--- src/sv/hkv_pkg.sv ---
`timescale 1ns / 1ps
// ----------------------------------------------------------------------------
// hkv_pkg
// Codes, field widths and stream packing for the hashed key-value table.
// ----------------------------------------------------------------------------
package hkv_pkg;

  localparam int unsigned KIND_W   = 2;
  localparam int unsigned KEY_W    = 20;
  localparam int unsigned VALUE_W  = 64;
  localparam int unsigned STATUS_W = 2;

  // slave tdata: key, value, padded to whole bytes
  localparam int unsigned IN_TDATA_W  = ((KEY_W + VALUE_W + 7) / 8) * 8;
  // master tdata: status, found_value, padded to whole bytes
  localparam int unsigned OUT_TDATA_W = ((STATUS_W + VALUE_W + 7) / 8) * 8;

  localparam logic [KIND_W-1:0] KIND_INSERT = 2'd0;
  localparam logic [KIND_W-1:0] KIND_LOOKUP = 2'd1;
  localparam logic [KIND_W-1:0] KIND_DELETE = 2'd2;

  localparam logic [STATUS_W-1:0] STATUS_OK   = 2'd0;
  localparam logic [STATUS_W-1:0] STATUS_FULL = 2'd1;
  localparam logic [STATUS_W-1:0] STATUS_MISS = 2'd2;

endpackage

--- src/sv/hashed_key_value_table_top.sv ---
`timescale 1ns / 1ps
// ----------------------------------------------------------------------------
// hashed_key_value_table_top
// Key-value table of CAPACITY slots searched by key, one slot per cycle.
//
//   channel  dir  tdata (low bit up)               tuser
//   s_axis   in   key[19:0], value[83:20], pad     kind[1:0]
//   m_axis   out  status[1:0], found_value[65:2]   -
//
// The key memory is read one slot per cycle through its single registered
// read port and compared; the scan stops at the first hit, then the ACT
// state updates the store. Inserts into a full table and unused kinds answer
// in the cycle after the accept. The input is ready again in the cycle after
// the result beat is taken; a stalled result holds. Reset empties the table
// through the valid bits.
// ----------------------------------------------------------------------------
module hashed_key_value_table_top #(
  parameter int unsigned CAPACITY = 32
) (
  input  logic                             clk_i,
  input  logic                             rst_ni,
  input  logic                             s_axis_tvalid,
  output logic                             s_axis_tready,
  // key[19:0], value[83:20], zero pad
  input  logic [hkv_pkg::IN_TDATA_W-1:0]   s_axis_tdata,
  // kind[1:0]
  input  logic [hkv_pkg::KIND_W-1:0]       s_axis_tuser,
  output logic                             m_axis_tvalid,
  input  logic                             m_axis_tready,
  // status[1:0], found_value[65:2], zero pad
  output logic [hkv_pkg::OUT_TDATA_W-1:0]  m_axis_tdata
);
  import hkv_pkg::*;

  localparam int unsigned IDX_W = (CAPACITY > 1) ? $clog2(CAPACITY) : 1;
  localparam int unsigned CNT_W = $clog2(CAPACITY + 1);
  localparam logic [CNT_W-1:0] CAP_CNT = CNT_W'(CAPACITY);

  typedef enum logic [3:0] {
    ST_IDLE = 4'b0001,
    ST_SCAN = 4'b0010,
    ST_ACT  = 4'b0100,
    ST_RESP = 4'b1000
  } state_e;

  state_e state_q, state_d;

  logic [KEY_W-1:0]    key_mem   [CAPACITY];
  logic [VALUE_W-1:0]  value_mem [CAPACITY];

  logic [CAPACITY-1:0] valid_q, valid_d;
  logic [CNT_W-1:0]    total_q, total_d;

  logic [KIND_W-1:0]   kind_q;
  logic [KEY_W-1:0]    key_q;
  logic [VALUE_W-1:0]  value_q;

  logic [CNT_W-1:0]    scan_q, scan_d;      // next slot to read
  logic                iss_q, iss_d;        // a slot read is in flight
  logic                iss_vld_q, iss_vld_d;
  logic [IDX_W-1:0]    iss_idx_q, iss_idx_d;
  logic [KEY_W-1:0]    rd_key_q;
  logic                hit_q, hit_d;
  logic [IDX_W-1:0]    hit_idx_q, hit_idx_d;
  logic                free_q, free_d;
  logic [IDX_W-1:0]    free_idx_q, free_idx_d;
  logic [VALUE_W-1:0]  rd_value_q;

  logic [STATUS_W-1:0] status_q, status_d;
  logic                sel_q, sel_d;        // found_value comes from the store

  logic                key_we, value_we;
  logic [IDX_W-1:0]    wr_idx;
  logic                cmp_hit;
  logic [IDX_W-1:0]    scan_idx;

  assign scan_idx = scan_q[IDX_W-1:0];
  assign cmp_hit  = iss_q && iss_vld_q && (rd_key_q == key_q);

  assign s_axis_tready = (state_q == ST_IDLE);
  assign m_axis_tvalid = (state_q == ST_RESP);
  assign m_axis_tdata  = {{(OUT_TDATA_W - STATUS_W - VALUE_W){1'b0}},
                          (sel_q ? rd_value_q : {VALUE_W{1'b0}}), status_q};

  always_comb begin
    state_d    = state_q;
    valid_d    = valid_q;
    total_d    = total_q;
    scan_d     = scan_q;
    iss_d      = 1'b0;
    iss_vld_d  = iss_vld_q;
    iss_idx_d  = iss_idx_q;
    hit_d      = hit_q;
    hit_idx_d  = hit_idx_q;
    free_d     = free_q;
    free_idx_d = free_idx_q;
    status_d   = status_q;
    sel_d      = sel_q;
    key_we     = 1'b0;
    value_we   = 1'b0;
    wr_idx     = hit_idx_q;

    case (state_q)
      ST_IDLE: begin
        if (s_axis_tvalid) begin
          scan_d   = '0;
          hit_d    = 1'b0;
          free_d   = 1'b0;
          status_d = STATUS_OK;
          sel_d    = 1'b0;
          if (s_axis_tuser == KIND_INSERT && total_q >= CAP_CNT) begin
            status_d = STATUS_FULL;
            state_d  = ST_RESP;
          end else if (s_axis_tuser inside {KIND_INSERT, KIND_LOOKUP, KIND_DELETE}) begin
            state_d = ST_SCAN;
          end else begin
            state_d = ST_RESP;
          end
        end
      end

      ST_SCAN: begin
        if (cmp_hit) begin
          hit_d     = 1'b1;
          hit_idx_d = iss_idx_q;
          state_d   = ST_ACT;
        end else if (scan_q == CAP_CNT) begin
          state_d = ST_ACT;
        end else begin
          // issue read of the next slot, note the lowest free one on the way
          iss_d     = 1'b1;
          iss_vld_d = valid_q[scan_idx];
          iss_idx_d = scan_idx;
          if (!valid_q[scan_idx] && !free_q) begin
            free_d     = 1'b1;
            free_idx_d = scan_idx;
          end
          scan_d = scan_q + CNT_W'(1);
        end
      end

      ST_ACT: begin
        state_d = ST_RESP;
        case (kind_q)
          KIND_INSERT: begin
            if (hit_q) begin
              value_we = 1'b1;
            end else if (free_q) begin
              wr_idx            = free_idx_q;
              key_we            = 1'b1;
              value_we          = 1'b1;
              valid_d[free_idx_q] = 1'b1;
              total_d           = total_q + CNT_W'(1);
            end else begin
              status_d = STATUS_FULL;
            end
          end
          KIND_LOOKUP: begin
            if (hit_q) begin
              sel_d = 1'b1;
            end else begin
              status_d = STATUS_MISS;
            end
          end
          KIND_DELETE: begin
            if (hit_q) begin
              valid_d[hit_idx_q] = 1'b0;
              if (total_q != '0) begin
                total_d = total_q - CNT_W'(1);
              end
            end else begin
              status_d = STATUS_MISS;
            end
          end
          default: begin
          end
        endcase
      end

      ST_RESP: begin
        if (m_axis_tready) begin
          state_d = ST_IDLE;
        end
      end

      default: begin
        state_d = ST_IDLE;
      end
    endcase
  end

  always_ff @(posedge clk_i or negedge rst_ni) begin
    if (!rst_ni) begin
      state_q <= ST_IDLE;
      valid_q <= '0;
      total_q <= '0;
      iss_q   <= 1'b0;
    end else begin
      state_q <= state_d;
      valid_q <= valid_d;
      total_q <= total_d;
      iss_q   <= iss_d;
    end
  end

  always_ff @(posedge clk_i) begin
    if (s_axis_tvalid && s_axis_tready) begin
      kind_q  <= s_axis_tuser;
      key_q   <= s_axis_tdata[KEY_W-1:0];
      value_q <= s_axis_tdata[KEY_W+VALUE_W-1:KEY_W];
    end
    scan_q     <= scan_d;
    iss_vld_q  <= iss_vld_d;
    iss_idx_q  <= iss_idx_d;
    hit_q      <= hit_d;
    hit_idx_q  <= hit_idx_d;
    free_q     <= free_d;
    free_idx_q <= free_idx_d;
    status_q   <= status_d;
    sel_q      <= sel_d;
  end

  // slot store, one write and one registered read per memory
  always_ff @(posedge clk_i) begin
    if (key_we) begin
      key_mem[wr_idx] <= key_q;
    end
    rd_key_q <= key_mem[scan_idx];
  end

  always_ff @(posedge clk_i) begin
    if (value_we) begin
      value_mem[wr_idx] <= value_q;
    end
    if (state_q == ST_ACT) begin
      rd_value_q <= value_mem[hit_idx_q];
    end
  end

endmodule

--- config.mk ---
export PLATFORM = sky130hd
export DESIGN_NAME = hashed_key_value_table_top
export DESIGN_NICKNAME = d
export VERILOG_FILES = /design/src/sv/hkv_pkg.sv /design/src/sv/hashed_key_value_table_top.sv
export SDC_FILE = /design/constraint.sdc
export NUM_CORES = 2
export LEC_CHECK = 0
export ABC_AREA = 1
export BUFFER_PORTS_ARGS = -buffer_cell sky130_fd_sc_hd__buf_2
export CORE_MARGIN = 2
export CORE_UTILIZATION = 29
export CTS_CLUSTER_DIAMETER = 60
export CTS_CLUSTER_SIZE = 20
export DETAILED_ROUTE_END_ITERATION = 8
export GPL_ROUTABILITY_DRIVEN = 0
export GPL_TIMING_DRIVEN = 1
export SYNTH_ARGS = -nofsm -noshare
export SYNTH_HDL_FRONTEND = slang
export SYNTH_SLANG_ARGS = --single-unit
--- constraint.sdc ---
create_clock -name clk_i -period 15.53 [get_ports clk_i]
set_input_delay 1.553 -clock clk_i [delete_from_list [all_inputs] [get_ports clk_i]]
set_output_delay 1.553 -clock clk_i [all_outputs]
set_load 0.01 [all_outputs]
* Word level (Yosys, flattened, before mapping)
Memories as Yosys holds them, arrays and structs flattened. A register that Yosys moved wholly into a read port is not among the register bits. Cells that the tools add are included.
Cells by class: $add $sub $neg 3, bitwise operators 5, reductions and logical operators 28, multiplexer cells 62, shifts and indexed selects 0, $lt $le $gt $ge 6, multipliers 0, eq/ne operators 27, div/mod/pow operators 0
Operators by type and width (number):
- 2-to-1 mux 32 bit | 3
- 2-to-1 mux 64 bit | 1
- case mux 32 bit (2 select lines) | 1
- 2-to-1 mux 6 bit | 7
- AND 32 bit | 1
- inverter 32 bit | 1
- bitwise OR 32 bit | 1
- 2-to-1 mux 1 bit | 25
- 2-to-1 mux 4 bit | 6
- case mux 6 bit (2 select lines) | 2
- equality test 20 bit | 1
- 2-to-1 mux 5 bit | 4
- inequality test 2 bit, second input constant | 10
- < comparator 5 x 6 -> 1 bit, second input constant | 3
- case mux 4 bit (4 select lines) | 1
- adder 6 x 1 -> 6 bit, second input constant | 2
- inequality test 3 bit, second input constant | 4
- AND reduction 4 bit | 3
- AND reduction 6 bit | 2
- demux 1 bit (select 5 bit) | 2
- >= comparator 5 x 1 -> 1 bit, second input constant | 2
- AND reduction 5 bit | 2
- AND reduction 3 bit | 3
- 2-to-1 mux 2 bit | 4
- other kinds (23) | 40
Word-level totals: memories 2, RAM bits 2688, bits in latches 0, output and inout port bits 74, register bits 156, bits in read-only memories 0, bits of input ports 94
Memory list:
- value_mem | words 32, bits a word 64, read ports 1, clocked after Yosys merged registers in 1, write ports 1, RTL line hashed_key_value_table_top.sv:49 | logic [VALUE_W-1:0] value_mem [CAPACITY];
- key_mem | words 32, bits a word 20, read ports 1, clocked after Yosys merged registers in 1, write ports 1, RTL line hashed_key_value_table_top.sv:48 | logic [KEY_W-1:0] key_mem [CAPACITY];

* Longest topological paths before layout
depth after elaboration 8, gate-level depth with buffers 13

* Least setup slack after synthesis
OpenSTA, ideal clock, no wires.
path kind reg-to-reg, start register state_q[0], end memory value_mem[16][0], enable pin, library setup time 565 ps, setup slack 8762 ps, stages on the path, launching flop included 10, path buffers 1, data arrival time 6203 ps, required time 14965 ps, cell sequence dfstp_2 inv_1 nand4_4 clkinv_4 nand2_4 buf_6 o21ai_1 nor2_2 nand2_2 nor3_1
On the way: cells in the longest elaborated chain, start to end 4, elaborated cells between the ends (all ways) 5
Ends and longest elaborated chain:
- from (decl) | RTL line hashed_key_value_table_top.sv:46 | state_e state_q, state_d;
- from (signal assigned) | RTL line hashed_key_value_table_top.sv:199 | state_q <= state_d;
- equality test 4 x 3 -> 1 bit (*) | RTL line hashed_key_value_table_top.sv:103 | case (state_q)
- 2-to-1 mux 1 bit | RTL line hashed_key_value_table_top.sv:103
- 2-to-1 mux 1 bit | RTL line hashed_key_value_table_top.sv:232 | if (value_we) begin
- 2-to-1 mux 1 bit (implied by the code) | RTL line hashed_key_value_table_top.sv:233 | value_mem[wr_idx] <= value_q;
- to (decl) | RTL line hashed_key_value_table_top.sv:49
Mark *: on every way between the ends. The rest lies on a longest branch, timed or not.

==> flow_summary.ini <==
[detailed_routing]
drt_iter0_drc = 8432
firstDrtPassIters = 9
drc = 0
wl_per_cell_um = 24.8
vias_per_cell = 5.14
drt_wl_total_um = 309000
vias = 64000
ant_nets = 0

[clock_network]
root_buffer = clkbuf_16
ctsHoldBuffers = 0
htree_levels = 4
clock_latency_ns = 0.89
clk_pin_slew_ns = 0.08
clock_path_buffers = 4
cts_resized = 0
cts_made_buffers = 186
postCtsSetupBuffers = 0
cts.sinks = 2928
cts_tree = built

[sta]
setup_viol = 0
hold_viol = 0
fmax_ghz = 0.193
tightest_slew_ns = 1.16
finClkSkew_ns = 0.0962
slew_headroom_pct = 22.9
slew_violations = 0
fin_tns_setup_ns = 0
rsz0062_at_grt = no
period_share_pct = 33.3
fin_ws_ns = 10.36
fin_crit_ns = 5.17

[floorplanning]
io_pins = 168
rows = 226
core_um2 = 379000
dieArea_um2 = 386000
die_w_um = 622
dieHeight_um = 622
start_util_pct = 29.2

[synthesis]
synthMuxAreaShare_pct = 0
yosys-top-cells-count = edfxtp_1 (2,865), nand2_1 (1,100), a22oi_1 (1,024)
synth_simple_gate_area_share_pct = 6.68
synth-adder-area-share_pct = 0.120
yosys_most_used_dff = edfxtp_1
async_flop_share_pct = 1.47
synth_top_area_share_pct = 77.8
synth_area_leaders = edfxtp_1 (78%), a22oi_1 (7.0%), nand2_1 (3.7%)
yosysWarnings = 0
synth_area_per_cell_um2 = 15.3
ys_ff_latch = 2928
synth_top_family_by_area = compound AO/OA/AOI/OAI gates
synth-edff-count = 2865
synthMostInstantiatedCell = edfxtp_1
seq_area_frac_synth_pct = 79.1
syn_inst = 7244
synth_largest_area_cell = edfxtp_1
synth_compound_area_share_pct = 11.6
synth_area_um2 = 111000
synthXorXnorAreaFrac_pct = 0.0475
ys_types = 45

[critical_path]
required_ns = 16.19
cpPeakStageDelay_ns = 0.91
crit_family = buffers and inverters
arrival_ns = 5.83
start_kind = flop
cp_cell_sequence = inv_2 -> nor2_4 -> buf_4 -> buf_12 -> buf_4 -> buf_4 -> a22oi_1 -> a21boi_0 -> nor3_1 -> nand2_1
cpMaxStageDelayCell = buf_4
crit_top_cell = buf_4
crit_type = reg2reg
cp.buffers_inverters = 5
path_max_fanout = 160
crit_path_end_kind = flop

[global_route]
grt_pass1_wl_um = 439000
antenna_found_initial = 29
track_usage_pct = 15.3
grt_pass1_vias = 62600
grt_overflow = 0
grt_max_degree = 199

[layout]
syn_to_final_growth_pct = 11.2
fin_nets = 7433
final_util_pct = 32.4
num-fill-cells = 36400
drive_above_1_share_pct = 9.29
fin_area_um2 = 123000

[worst_hold_path]
hold_path_class = reg2reg

[pwr]
peakVddDrop_v = 0.000103
p_leak_nw = 39.6
power_density_nw_per_um2 = 131

[job]
maxCapViolations = 0

[placement]
port_buffers = 157
place_ws_ns = 10.50
post_dp_cell_area_um2 = 117000
dp_hpwl_um = 148000

[status]
run_status = complete, no violations
## final cells by class
cell class | instances | area, um2 | area share [%]
tap | 5016 | 6280 | 5.10
inverter | 162 | 631 | 0.513
timing repair buffer | 333 | 2210 | 1.79
clock inverter | 51 | 646 | 0.525
multi-input combinational | 3718 | 20800 | 16.9
sequential | 2928 | 87500 | 71.1
antenna | 8 | 20.0 | 0.0163
clock buffer | 226 | 4890 | 3.97
## stage by stage
step	total power [mW]	instances	hold slack, ns
final	16.1	12400	0.418
after global routing	16.7	12400	0.412
after global placement	11.2	12200	0.407
after detailed placement	11.3	12200	0.412
after floorplan	10.6	7249	0.400
after CTS	16.2	12400	0.400
## state kept, by name, indices dropped and copies added (netlist names), 6 cells and up
signal      cells
value_mem    2048
key_mem       640
rd_value_q     64
value_q        64
valid_q        32
key_q          20
rd_key_q       20
scan_q          6
total_q         6
## power by group
group	switching (mW)	leakage [nW]	internal, mW
Clock	2.57	2.69	2.41
Sequential	0.358	26.5	9.22
Combinational	1.16	10.4	0.411
## placed cells by master, fill, tap and decap left out, types with 12 or more instances in the layout
cell type  Yosys  final
o21ai_1       33     33
nor3_4         0     18
dfrtp_1       42     42
nor2_1       398    393
nand4_1       24     24
nand3_1       64     64
dfxtp_1       20     20
buf_2        256    157
clkbuf_16      0    189
nand2_2       12     12
o22ai_1      130    130
nor3_2        18     54
a21boi_0     150    150
nand2_1     1100   1100
nor3_1       185    131
edfxtp_1    2865   2865
clkbuf_1     151     35
a22oi_1     1024   1024
inv_1        151    149
o21ai_0      382    382
a21boi_1     107    107
buf_4         20    168
a21oi_1       43     43
## worst register-to-register path, stage by stage (launching register included)
cell and delay [ns]:
edfxtp_1 0.51, inv_2 0.10, nor2_4 0.08, buf_4 0.78
buf_12 0.65, buf_4 1.18, buf_4 0.99, a22oi_1 0.15
a21boi_0 0.24, nor3_1 0.09, nand2_1 0.18
## metal layers
metal	vias up	share of wire, %	track usage (%)
met1	33000	41	20.7
li1	27800	-	-
met2	2845	49	25.8
met3	408	7.8	2.19
met5	-	0.0058	0
met4	4	2.5	3.70
## worst paths after layout
| kind | from | end | slack [ns] | depth (start not counted) |
|---|---|---|---|---|
| worst max register to register | hit_idx_q[0]$_DFFE_PP_ | rd_value_q[47]$_DFFE_PN_ | 10.36 | 10 |
| min in group asynchronous | rst_ni | state_q[2]$_DFFE_PN0P_ | 0.82 | 1 |
| worst min register to register | iss_idx_q[1]$_DFFE_PP_ | hit_idx_q[1]$_DFFE_PP_ | 0.42 | 0 |
| worst min-delay path | iss_idx_q[1]$_DFFE_PP_ | hit_idx_q[1]$_DFFE_PP_ | 0.42 | 0 |
| max in group asynchronous | rst_ni | valid_q[10]$_DFFE_PN0P_ | 13.99 | 1 |
| worst max-delay path | hit_idx_q[0]$_DFFE_PP_ | rd_value_q[47]$_DFFE_PN_ | 10.36 | 10 |
## cells by family after synthesis
logic type	Yosys count
AO/OA/AOI/OAI	1882
XOR/XNOR	6
adder cells (fa/ha/maj)	10
buffers and inverters	603
flip-flops	2928
other	1
AND/OR/NAND/NOR	1814
No activity file was read; power rests on OpenSTA's default activity.
